File: config.mk
export PLATFORM = sky130hd
export DESIGN_NAME = scheduled_timer_table_top
export DESIGN_NICKNAME = d
export VERILOG_FILES = /design/src/hdl/stt_pkg.sv /design/src/hdl/stt_ram.sv /design/src/hdl/stt_front.sv /design/src/hdl/stt_back.sv /design/src/hdl/scheduled_timer_table_top.sv
export SDC_FILE = /design/constraint.sdc
export NUM_CORES = 1
export LEC_CHECK = 0
export BUFFER_PORTS_ARGS = -buffer_cell sky130_fd_sc_hd__buf_4
export CAP_MARGIN = 5
export CORE_ASPECT_RATIO = 0.9
export CORE_MARGIN = 4
export CORE_UTILIZATION = 30
export CTS_CLUSTER_DIAMETER = 50
export CTS_CLUSTER_SIZE = 16
export DETAILED_ROUTE_END_ITERATION = 7
export PLACE_DENSITY = 0.54
export SKIP_CTS_REPAIR_TIMING = 1
export SKIP_LAST_GASP = 1
export SLEW_MARGIN = 20
export SYNTH_ARGS = -nofsm -noshare
export SYNTH_HDL_FRONTEND = slang
export SYNTH_SLANG_ARGS = --single-unit
File: constraint.sdc
create_clock -name clk_i -period 4.6 [get_ports clk_i]
set_input_delay 0.23 -clock clk_i [delete_from_list [all_inputs] [get_ports clk_i]]
set_output_delay 0.23 -clock clk_i [all_outputs]
set_load 0.005 [all_outputs]
File: src/hdl/stt_pkg.sv
// ----------------------------------------------------------------------------
// stt_pkg: shared types and codes of the scheduled timer table
// Beat layouts, op/result codes and the command queue entry.
// ----------------------------------------------------------------------------
package stt_pkg;

  // Op codes of an input beat
  localparam logic [1:0] OP_TICK   = 2'd0;
  localparam logic [1:0] OP_SCHED  = 2'd1;
  localparam logic [1:0] OP_CANCEL = 2'd2;
  localparam logic [1:0] OP_NONE   = 2'd3;

  // Result kinds
  localparam logic [2:0] KIND_FIRED     = 3'd0;
  localparam logic [2:0] KIND_TICK_DONE = 3'd1;
  localparam logic [2:0] KIND_SCHEDULED = 3'd2;
  localparam logic [2:0] KIND_CANCELLED = 3'd3;
  localparam logic [2:0] KIND_ERROR     = 3'd4;

  // Result status
  localparam logic [1:0] STATUS_OK         = 2'd0;
  localparam logic [1:0] STATUS_FULL       = 2'd1;
  localparam logic [1:0] STATUS_ZERO_DUR   = 2'd2;
  localparam logic [1:0] STATUS_SLOT_EMPTY = 2'd3;

  localparam int            DeltaW      = 20;
  localparam int            PeriodW     = 32;
  localparam int            ElapsedW    = 33;
  localparam logic [32:0]   ELAPSED_MAX = 33'h1_FFFF_FFFF;

  typedef struct packed {
    logic [1:0]         op;
    logic               timers_active;
    logic [DeltaW-1:0]  delta_us;
    logic [2:0]         slot;
    logic [PeriodW-1:0] duration;
    logic               repeat_req;
    logic               in_frames;
  } in_t;

  typedef struct packed {
    logic [2:0] kind;
    logic [2:0] slot_out;
    logic [1:0] status;
    logic       last;
  } res_t;

  // Command classes decided by the front end
  typedef enum logic [2:0] {
    CMD_TICK_HOLD  = 3'd0,
    CMD_TICK_RUN   = 3'd1,
    CMD_SCHED      = 3'd2,
    CMD_SCHED_ZERO = 3'd3,
    CMD_CANCEL     = 3'd4
  } cmd_e;

  typedef struct packed {
    cmd_e               kind;
    logic [DeltaW-1:0]  delta_us;
    logic [2:0]         slot;
    logic [PeriodW-1:0] duration;
    logic               repeat_req;
    logic               in_frames;
  } cmd_t;

  // Front to back: head of the command queue
  typedef struct packed {
    logic valid;
    cmd_t cmd;
  } fb_t;

endpackage

File: src/hdl/stt_ram.sv
// ----------------------------------------------------------------------------
// stt_ram: generic single-write, single-read RAM
// One write port, one read port with registered read data.
// ----------------------------------------------------------------------------
module stt_ram #(
  parameter int WIDTH = 32,
  parameter int DEPTH = 8
) (
  input  logic                                   clk_i,
  input  logic                                   we_i,
  input  logic [((DEPTH > 1) ? $clog2(DEPTH) : 1)-1:0] waddr_i,
  input  logic [WIDTH-1:0]                       wdata_i,
  input  logic [((DEPTH > 1) ? $clog2(DEPTH) : 1)-1:0] raddr_i,
  output logic [WIDTH-1:0]                       rdata_o
);

  logic [WIDTH-1:0] mem_q [DEPTH];

  always_ff @(posedge clk_i) begin
    if (we_i) begin
      mem_q[waddr_i] <= wdata_i;
    end
    rdata_o <= mem_q[raddr_i];
  end

endmodule

File: src/hdl/stt_front.sv
// ----------------------------------------------------------------------------
// stt_front: command intake
// Classifies input beats and holds them in a two-entry queue for the back end.
// ----------------------------------------------------------------------------
module stt_front (
  input  logic          clk_i,
  input  logic          rst_ni,
  input  logic          start_i,
  input  stt_pkg::in_t  cmd_i,
  output logic          busy_o,
  output stt_pkg::fb_t  fb_o,
  input  logic          pop_i
);

  stt_pkg::cmd_t q_mem_q [2];
  logic          wr_ptr_q, rd_ptr_q;
  logic [1:0]    cnt_q;
  logic          push;
  stt_pkg::cmd_t cls;

  // op 3 is dropped here and never reaches the queue
  always_comb begin
    cls            = '0;
    cls.delta_us   = cmd_i.delta_us;
    cls.slot       = cmd_i.slot;
    cls.duration   = cmd_i.duration;
    cls.repeat_req = cmd_i.repeat_req;
    cls.in_frames  = cmd_i.in_frames;
    unique case (cmd_i.op)
      stt_pkg::OP_TICK:   cls.kind = cmd_i.timers_active ? stt_pkg::CMD_TICK_RUN
                                                         : stt_pkg::CMD_TICK_HOLD;
      stt_pkg::OP_SCHED:  cls.kind = (cmd_i.duration == '0) ? stt_pkg::CMD_SCHED_ZERO
                                                            : stt_pkg::CMD_SCHED;
      stt_pkg::OP_CANCEL: cls.kind = stt_pkg::CMD_CANCEL;
      default:            cls.kind = stt_pkg::CMD_TICK_HOLD;
    endcase
  end

  assign busy_o = (cnt_q == 2'd2);
  assign push   = start_i && !busy_o && (cmd_i.op != stt_pkg::OP_NONE);

  always_ff @(posedge clk_i) begin
    if (push) begin
      q_mem_q[wr_ptr_q] <= cls;
    end
  end

  always_ff @(posedge clk_i or negedge rst_ni) begin
    if (!rst_ni) begin
      wr_ptr_q <= 1'b0;
      rd_ptr_q <= 1'b0;
      cnt_q    <= 2'd0;
    end else begin
      if (push) begin
        wr_ptr_q <= ~wr_ptr_q;
      end
      if (pop_i) begin
        rd_ptr_q <= ~rd_ptr_q;
      end
      cnt_q <= cnt_q + {1'b0, push} - {1'b0, pop_i};
    end
  end

  assign fb_o.valid = (cnt_q != 2'd0);
  assign fb_o.cmd   = q_mem_q[rd_ptr_q];

endmodule

File: src/hdl/stt_back.sv
// ----------------------------------------------------------------------------
// stt_back: timer table executor
// Runs queued commands against the slot table and emits at most one result per cycle.
// ----------------------------------------------------------------------------
module stt_back #(
  parameter int SLOTS      = 8,
  parameter int FIRE_LIMIT = 7
) (
  input  logic          clk_i,
  input  logic          rst_ni,
  input  stt_pkg::fb_t  fb_i,
  output logic          pop_o,
  output logic          idle_o,
  output logic          res_valid_o,
  output stt_pkg::res_t res_o
);

  localparam int IW = (SLOTS > 1) ? $clog2(SLOTS) : 1;
  localparam int FW = $clog2(FIRE_LIMIT + 1);

  typedef enum logic [4:0] {
    ST_IDLE = 5'b00001,
    ST_SCAN = 5'b00010,
    ST_ADD  = 5'b00100,
    ST_FIRE = 5'b01000,
    ST_WB   = 5'b10000
  } state_e;

  state_e                        state_q, state_d;
  logic                          done_q, done_d;   // tick-done still owed
  logic [IW-1:0]                 idx_q, idx_d;
  logic [stt_pkg::DeltaW-1:0]    delta_q, delta_d;
  logic [stt_pkg::ElapsedW-1:0]  e_q, e_d;
  logic [FW-1:0]                 fires_q, fires_d;
  logic [SLOTS-1:0]              valid_q, valid_d;
  logic [SLOTS-1:0]              rep_q, rep_d;
  logic [SLOTS-1:0]              frm_q, frm_d;
  logic                          out_valid_q, out_valid_d;
  stt_pkg::res_t                 out_q, out_d;

  // slot storage
  logic                          per_we, el_we;
  logic [IW-1:0]                 wr_idx;
  logic [stt_pkg::PeriodW-1:0]   per_wdata, per_rdata;
  logic [stt_pkg::ElapsedW-1:0]  el_wdata, el_rdata;

  logic [IW-1:0]                 free_idx;
  logic                          free_found;
  logic [IW-1:0]                 cidx;
  logic                          c_ok;
  logic [stt_pkg::ElapsedW:0]    sum;
  logic                          is_last_idx;
  logic                          can_fire;

  stt_ram #(.WIDTH(stt_pkg::PeriodW), .DEPTH(SLOTS)) u_period (
    .clk_i   (clk_i),
    .we_i    (per_we),
    .waddr_i (wr_idx),
    .wdata_i (per_wdata),
    .raddr_i (idx_q),
    .rdata_o (per_rdata)
  );

  stt_ram #(.WIDTH(stt_pkg::ElapsedW), .DEPTH(SLOTS)) u_elapsed (
    .clk_i   (clk_i),
    .we_i    (el_we),
    .waddr_i (wr_idx),
    .wdata_i (el_wdata),
    .raddr_i (idx_q),
    .rdata_o (el_rdata)
  );

  // lowest free slot
  always_comb begin
    free_idx   = '0;
    free_found = 1'b0;
    for (int i = SLOTS - 1; i >= 0; i--) begin
      if (!valid_q[i]) begin
        free_idx   = IW'(i);
        free_found = 1'b1;
      end
    end
  end

  assign cidx        = IW'(fb_i.cmd.slot);
  assign c_ok        = (32'(fb_i.cmd.slot) < 32'(SLOTS)) && valid_q[cidx];
  assign is_last_idx = (idx_q == IW'(SLOTS - 1));
  assign sum         = {1'b0, el_rdata}
                     + (frm_q[idx_q] ? (stt_pkg::ElapsedW + 1)'(1)
                                     : (stt_pkg::ElapsedW + 1)'(delta_q));
  assign can_fire    = (e_q >= {1'b0, per_rdata}) && (fires_q < FW'(FIRE_LIMIT));

  always_comb begin
    state_d     = state_q;
    done_d      = done_q;
    idx_d       = idx_q;
    delta_d     = delta_q;
    e_d         = e_q;
    fires_d     = fires_q;
    valid_d     = valid_q;
    rep_d       = rep_q;
    frm_d       = frm_q;
    out_valid_d = 1'b0;
    out_d       = out_q;
    pop_o       = 1'b0;
    per_we      = 1'b0;
    el_we       = 1'b0;
    wr_idx      = idx_q;
    per_wdata   = fb_i.cmd.duration;
    el_wdata    = e_q;

    unique case (state_q)
      ST_IDLE: begin
        if (done_q) begin
          out_valid_d = 1'b1;
          out_d       = '{stt_pkg::KIND_TICK_DONE, 3'd0, stt_pkg::STATUS_OK, 1'b1};
          done_d      = 1'b0;
        end else if (fb_i.valid) begin
          pop_o = 1'b1;
          unique case (fb_i.cmd.kind)
            stt_pkg::CMD_TICK_RUN: begin
              delta_d = fb_i.cmd.delta_us;
              idx_d   = '0;
              state_d = ST_SCAN;
            end
            stt_pkg::CMD_SCHED_ZERO: begin
              out_valid_d = 1'b1;
              out_d = '{stt_pkg::KIND_ERROR, 3'd0, stt_pkg::STATUS_ZERO_DUR, 1'b1};
            end
            stt_pkg::CMD_SCHED: begin
              out_valid_d = 1'b1;
              if (free_found) begin
                valid_d[free_idx] = 1'b1;
                rep_d[free_idx]   = fb_i.cmd.repeat_req;
                frm_d[free_idx]   = fb_i.cmd.in_frames;
                per_we            = 1'b1;
                el_we             = 1'b1;
                wr_idx            = free_idx;
                el_wdata          = '0;
                out_d = '{stt_pkg::KIND_SCHEDULED, 3'(free_idx), stt_pkg::STATUS_OK, 1'b1};
              end else begin
                out_d = '{stt_pkg::KIND_ERROR, 3'd0, stt_pkg::STATUS_FULL, 1'b1};
              end
            end
            stt_pkg::CMD_CANCEL: begin
              out_valid_d = 1'b1;
              if (c_ok) begin
                valid_d[cidx] = 1'b0;
                out_d = '{stt_pkg::KIND_CANCELLED, fb_i.cmd.slot, stt_pkg::STATUS_OK, 1'b1};
              end else begin
                out_d = '{stt_pkg::KIND_ERROR, fb_i.cmd.slot,
                          stt_pkg::STATUS_SLOT_EMPTY, 1'b1};
              end
            end
            default: begin
              // timers held: tick-done only
              out_valid_d = 1'b1;
              out_d = '{stt_pkg::KIND_TICK_DONE, 3'd0, stt_pkg::STATUS_OK, 1'b1};
            end
          endcase
        end
      end

      // period and elapsed of idx_q are read here, valid in ST_ADD
      ST_SCAN: begin
        if (valid_q[idx_q]) begin
          state_d = ST_ADD;
        end else if (is_last_idx) begin
          done_d  = 1'b1;
          state_d = ST_IDLE;
        end else begin
          idx_d = idx_q + IW'(1);
        end
      end

      ST_ADD: begin
        e_d     = sum[stt_pkg::ElapsedW] ? stt_pkg::ELAPSED_MAX
                                         : sum[stt_pkg::ElapsedW-1:0];
        fires_d = '0;
        state_d = ST_FIRE;
      end

      ST_FIRE: begin
        if (can_fire) begin
          e_d         = e_q - {1'b0, per_rdata};
          fires_d     = fires_q + FW'(1);
          out_valid_d = 1'b1;
          out_d = '{stt_pkg::KIND_FIRED, 3'(idx_q), stt_pkg::STATUS_OK, 1'b0};
          if (!rep_q[idx_q]) begin
            valid_d[idx_q] = 1'b0;
            state_d        = ST_WB;
          end
        end else begin
          state_d = ST_WB;
        end
      end

      ST_WB: begin
        el_we = 1'b1;
        if (is_last_idx) begin
          done_d  = 1'b1;
          state_d = ST_IDLE;
        end else begin
          idx_d   = idx_q + IW'(1);
          state_d = ST_SCAN;
        end
      end

      default: begin
        state_d = ST_IDLE;
      end
    endcase
  end

  always_ff @(posedge clk_i or negedge rst_ni) begin
    if (!rst_ni) begin
      state_q     <= ST_IDLE;
      done_q      <= 1'b0;
      idx_q       <= '0;
      fires_q     <= '0;
      valid_q     <= '0;
      rep_q       <= '0;
      frm_q       <= '0;
      out_valid_q <= 1'b0;
    end else begin
      state_q     <= state_d;
      done_q      <= done_d;
      idx_q       <= idx_d;
      fires_q     <= fires_d;
      valid_q     <= valid_d;
      rep_q       <= rep_d;
      frm_q       <= frm_d;
      out_valid_q <= out_valid_d;
    end
  end

  always_ff @(posedge clk_i) begin
    delta_q <= delta_d;
    e_q     <= e_d;
    out_q   <= out_d;
  end

  assign idle_o      = (state_q == ST_IDLE) && !done_q;
  assign res_valid_o = out_valid_q;
  assign res_o       = out_q;

endmodule

File: src/hdl/scheduled_timer_table_top.sv
// ----------------------------------------------------------------------------
// scheduled_timer_table_top: table of periodic and one-shot timer slots
// Command intake, queue and slot executor.
// ----------------------------------------------------------------------------
// Input channel: drive cmd_i and raise start_i; the beat is taken at a rising
//   edge with start_i high and busy_o low. busy_o rises only while the
//   two-entry command queue is full. Beats with op 3 are taken and dropped.
// Result channel: res_valid_o marks each res_o beat for exactly one cycle.
//   There is no back-pressure; the receiver must take every beat. The last
//   beat of each command has res_o.last set.
// Schedule, cancel and held tick: each waits in the queue, then the idle executor
//   takes it and registers its result beat, one command per cycle while idle.
// Active tick: the executor walks every slot in order, one period/elapsed RAM
//   read per slot. An empty slot is only visited in ST_SCAN; a live slot passes
//   ST_SCAN, ST_ADD, ST_FIRE and ST_WB, with one fire beat per fire (at most
//   FIRE_LIMIT per slot; a one-shot fires at most once and is then freed). The
//   tick-done beat closes the tick.
// Reset: all slots free; the queue is emptied. Period and elapsed storage is
//   not cleared; a slot's contents are only used after a schedule writes it.
// ----------------------------------------------------------------------------
module scheduled_timer_table_top #(
  parameter int SLOTS      = 8,
  parameter int FIRE_LIMIT = 7
) (
  input  logic          clk_i,
  input  logic          rst_ni,
  input  logic          start_i,
  input  stt_pkg::in_t  cmd_i,
  output logic          busy_o,
  output logic          res_valid_o,
  output stt_pkg::res_t res_o
);

  stt_pkg::fb_t fb;       // head of the command queue
  logic         pop;      // executor takes the head this cycle
  logic         back_idle;

  // Front end: classify and queue commands
  stt_front u_front (
    .clk_i   (clk_i),
    .rst_ni  (rst_ni),
    .start_i (start_i),
    .cmd_i   (cmd_i),
    .busy_o  (busy_o),
    .fb_o    (fb),
    .pop_i   (pop)
  );

  // Back end: slot table and result beats
  stt_back #(
    .SLOTS      (SLOTS),
    .FIRE_LIMIT (FIRE_LIMIT)
  ) u_back (
    .clk_i       (clk_i),
    .rst_ni      (rst_ni),
    .fb_i        (fb),
    .pop_o       (pop),
    .idle_o      (back_idle),
    .res_valid_o (res_valid_o),
    .res_o       (res_o)
  );

  // A full queue always has a head for the executor
  a_busy_has_head: assert property (@(posedge clk_i) disable iff (!rst_ni)
    busy_o |-> fb.valid)
    else $error("busy with empty queue");

  // Empty queue stays empty unless a real command is taken
  a_queue_quiet: assert property (@(posedge clk_i) disable iff (!rst_ni)
    (!fb.valid && !(start_i && !busy_o && (cmd_i.op != stt_pkg::OP_NONE)))
      |=> !fb.valid)
    else $error("queue filled without a command");

  // Idle executor with nothing queued makes no result
  a_no_spurious_result: assert property (@(posedge clk_i) disable iff (!rst_ni)
    (!fb.valid && back_idle) |=> !res_valid_o)
    else $error("result beat from an idle executor");

  // A fire beat is never the closing beat of its tick
  a_fire_not_last: assert property (@(posedge clk_i) disable iff (!rst_ni)
    (res_valid_o && (res_o.kind == stt_pkg::KIND_FIRED)) |-> !res_o.last)
    else $error("fire beat marked last");

endmodule
==> impl_results.md <==
- Most common cell after layout, fill and taps aside: edfxtp_1
- CP Data Arrival Time: 4.67 ns
- CTS Root Buffer Type: clkbuf_16
- CP Class: register to register
- Crit end category: register
- Synthesized area: 32190 µm²
- Num CTS Buffers: 84
- Hold Path Depth: 3
- I/O pin count: 74
- WL final: 85410 µm
- Class of the worst hold path: input pin to register
- R2r startpoint: u_back.idx_q[2]
- Ordered list of cells on the worst path: inv_2, nor3_2, a22oi_1, and4_1, buf_4, nand2b_1, ha_1, fa_1, a211oi_1, o21ai_0, nand3_1, a311oi_2, a221o_2, nand3_1, xor2_1, a22oi_1
- Latest clock arrival within the worst-skew pair: 0.64 ns
- Outcome: finished, violations left
- Logic pwr share: 20.6%
- Die Span Y: 318.8 µm
- Via count: 19260
- R2R depth: 16
- Worst hold margin: -0.007183 ns
- Chip width: 353.3 µm
- P_leak: 12.73 nW
- Wire length on met2: 39730 µm
- Row count: 113
- Metal3 WL: 4070 µm
- Wire per inst: 23.00 µm
- Slowest stage delay, CP: 0.50 ns
- Clk slew on worst S/H paths: 0.06 ns
- Crit path to: u_back.e_q[24]
- Layout net count: 2387
- Register area share after synthesis: 72.72%
- DRC: 0
- Starting density of the core: 30.36%
- Post-route clock period utilization: 94.09%
- Core Region: 106000 µm²
- Design Power: 20.75 mW
- Hold path start: cmd_i[57]
- Slew Viols, Final: 0
- Wl on met1: 39820 µm
- Post-Route Setup TNS: 0 ns
- Asr flop ratio synth: 5.074%
- Max transition margin: 32.08%
- Flop pwr share: 46.0%
- Flop2flop setup slack: 0.27 ns
- Initial antenna violation count: 3
- Ys Warns: 0
- Post-route ant nets: 0
- First-pass GRT wire length: 126300 µm
- Synth Register Bits: 808
- Post-DR vias/cell: 5.187
- Critical path fanouts, max: 20
- Mapped Avg Cell Area: 15.31 µm²
- P_sw: 6.099 mW
- Initial DRC Count: 1855
- Post-layout min period: 4.328 ns
- Skew final: 0.02403 ns
- Layout area overhead: 18.76%
- Worst R2R End: u_back.e_q[24]
- Area of the die: 112600 µm²
- Hpwl dp: 51850 µm
- Critical Path RT: 4.94 ns
- Worst slew pin tran: 1.019 ns
- Endpoints failing setup: 0
- Total clock sinks: 808
- CP startpoint kind: register
- Max_cap viols: 0
- Crit path launch: u_back.idx_q[2]
- Number of enable flip-flop cells after synthesis: 702
- Layout cell share with drive strength beyond 1: 16.97%
- Final-report hold violation count: 2
- Clock Power Share: 33.4%
- Antenna cell count: 0
- Syn Inst Count: 2103
- Vias in the first global route: 19200
- Most frequent cells in the layout: 702 x edfxtp_1, 290 x a22oi_1, 105 x buf_4
- P_int: 14.65 mW
- Top sig layer: met4
- Overall routing resource usage: 14.74%
- Mapped Nets: 2225
- Main flop type after synthesis: edfxtp_1
- TritonCTS clock tree: built
- Max Fclk: 231.0 MHz
- Failing checks: negative hold slack
- Worst VDD drop: 251.6 µV
- Grt total ovfl: 0
- Final GP Congestion: 0.8889
- Htree depth: 3
- IO Port Bufs: 73
- Largest net degree at the start of global routing: 61
- Cell variety after synth: 84
- First drt pass iteration count: 5
- Sw frac: 29.40%
- Max Buffers Root-to-Sink: 3
- CP max-delay cell: dfrtp_2
- Power density over the cells: 542.8 nW/µm²
- RSZ-0062 raised after global routing: false
## layout make-up
| type | instances | area, µm² |
|---|---|---|
| Clock buffer | 94 | 2192 |
| Timing Repair Buffer | 178 | 1657 |
| Sequential cell | 808 | 23420 |
| Tap cell | 1380 | 1727 |
| Fill cell | 10010 | 67810 |
| Clock inverter | 60 | 681.9 |
| Inverter | 56 | 210.2 |
| Multi-Input combinational cell | 1137 | 8346 |
## worst max-delay path, delay by kind of cell, from the launching register on
family | cells | cell delay (ns)
simple gates | 5 | 0.73
xor+xnor | 1 | 0.15
fa+ha+maj | 2 | 0.71
flops | 1 | 0.50
buf+inv | 2 | 0.41
compound gates | 6 | 1.54
## sequential cells by signal, summed over array words and instances, names as in the netlist
| register | count |
|---|---|
| u_back.delta_q | 20 |
| u_back.done_q | 1 |
| u_back.e_q | 33 |
| u_back.fires_q | 3 |
| u_back.frm_q | 8 |
| u_back.idx_q | 3 |
| u_back.rep_q | 8 |
| u_back.res_o | 9 |
| u_back.res_valid_o | 1 |
| u_back.state_q | 5 |
| u_back.u_elapsed.mem_q | 264 |
| u_back.u_elapsed.rdata_o | 33 |
| u_back.u_period.mem_q | 256 |
| u_back.u_period.rdata_o | 32 |
| u_back.valid_q | 8 |
| u_front.cnt_q | 2 |
| u_front.q_mem_q | 120 |
| u_front.rd_ptr_q | 1 |
| u_front.wr_ptr_q | 1 |
## power groups by stage
stage	Sequential [mW]	Combinational (mW)	Clock [mW]
2_1_floorplan	9.49	2.96	0
3_3_place_gp	9.70	4.14	0
3_5_place_dp	9.71	4.24	0
4_1_cts	9.56	4.27	7.09
5_1_grt	9.61	4.72	7.41
6_report	9.55	4.28	6.92
## how the worst min path moves through the flow
| stage | end |
|---|---|
| after floorplan | u_back.done_q |
| after global placement | u_front.wr_ptr_q |
| after detailed placement | u_front.cnt_q[1] |
| after CTS | u_front.cnt_q[1] |
| after global routing | u_front.wr_ptr_q |
| final | u_front.q_mem_q[1][57] |
## per-layer routing
metal	vias up	track usage, %
met1	9862	21.03
li1	8722	-
met3	120	2.069
met5	-	0
met2	556	23.75
met4	0	3.825
## cell families (layout without fill, tap and decap cells)
kind of cell	after synthesis	in the layout	share of synthesized area, %
flip-flops	808	808	72.72
AO/OA/AOI/OAI	526	526	11.57
AND/OR/NAND/NOR	409	409	6.834
buffers and inverters	158	388	1.940
multiplexers	88	88	3.098
adder cells (fa/ha/maj)	59	59	2.340
XOR/XNOR	55	55	1.497
## synth_stat cells, types with 28 or more instances
cell	n	share of area, %
edfxtp_1	702	65
a22oi_1	290	6.8
nand4_1	80	1.6
clkbuf_1	76	0.89
nor2_1	76	0.89
mux2_2	73	2.6
nand2_1	68	0.79
dfxtp_1	65	4.0
a21oi_1	61	0.95
ha_1	57	2.2
inv_1	54	0.63
o21ai_0	43	0.67
dfrtp_1	40	3.1
nor2b_1	35	0.68
xnor2_1	29	0.79
nor3_1	28	0.44
## through the flow
step,cell area [µm²],cells,hold slack (ns),util (%),setup WS [ns]
2_1_floorplan,32190,2103,-0.06559,-,0.6810
3_3_place_gp,34720,3498,0.2674,32.74,0.2735
3_5_place_dp,34720,3498,0.2676,32.74,0.08496
4_1_cts,37590,3652,-0.4305,35.45,0.05590
5_1_grt,38230,3713,0.008016,36.05,0.01918
6_report,38230,3713,-0.007183,36.05,0.2719
(Power assumes the default switching activity.)
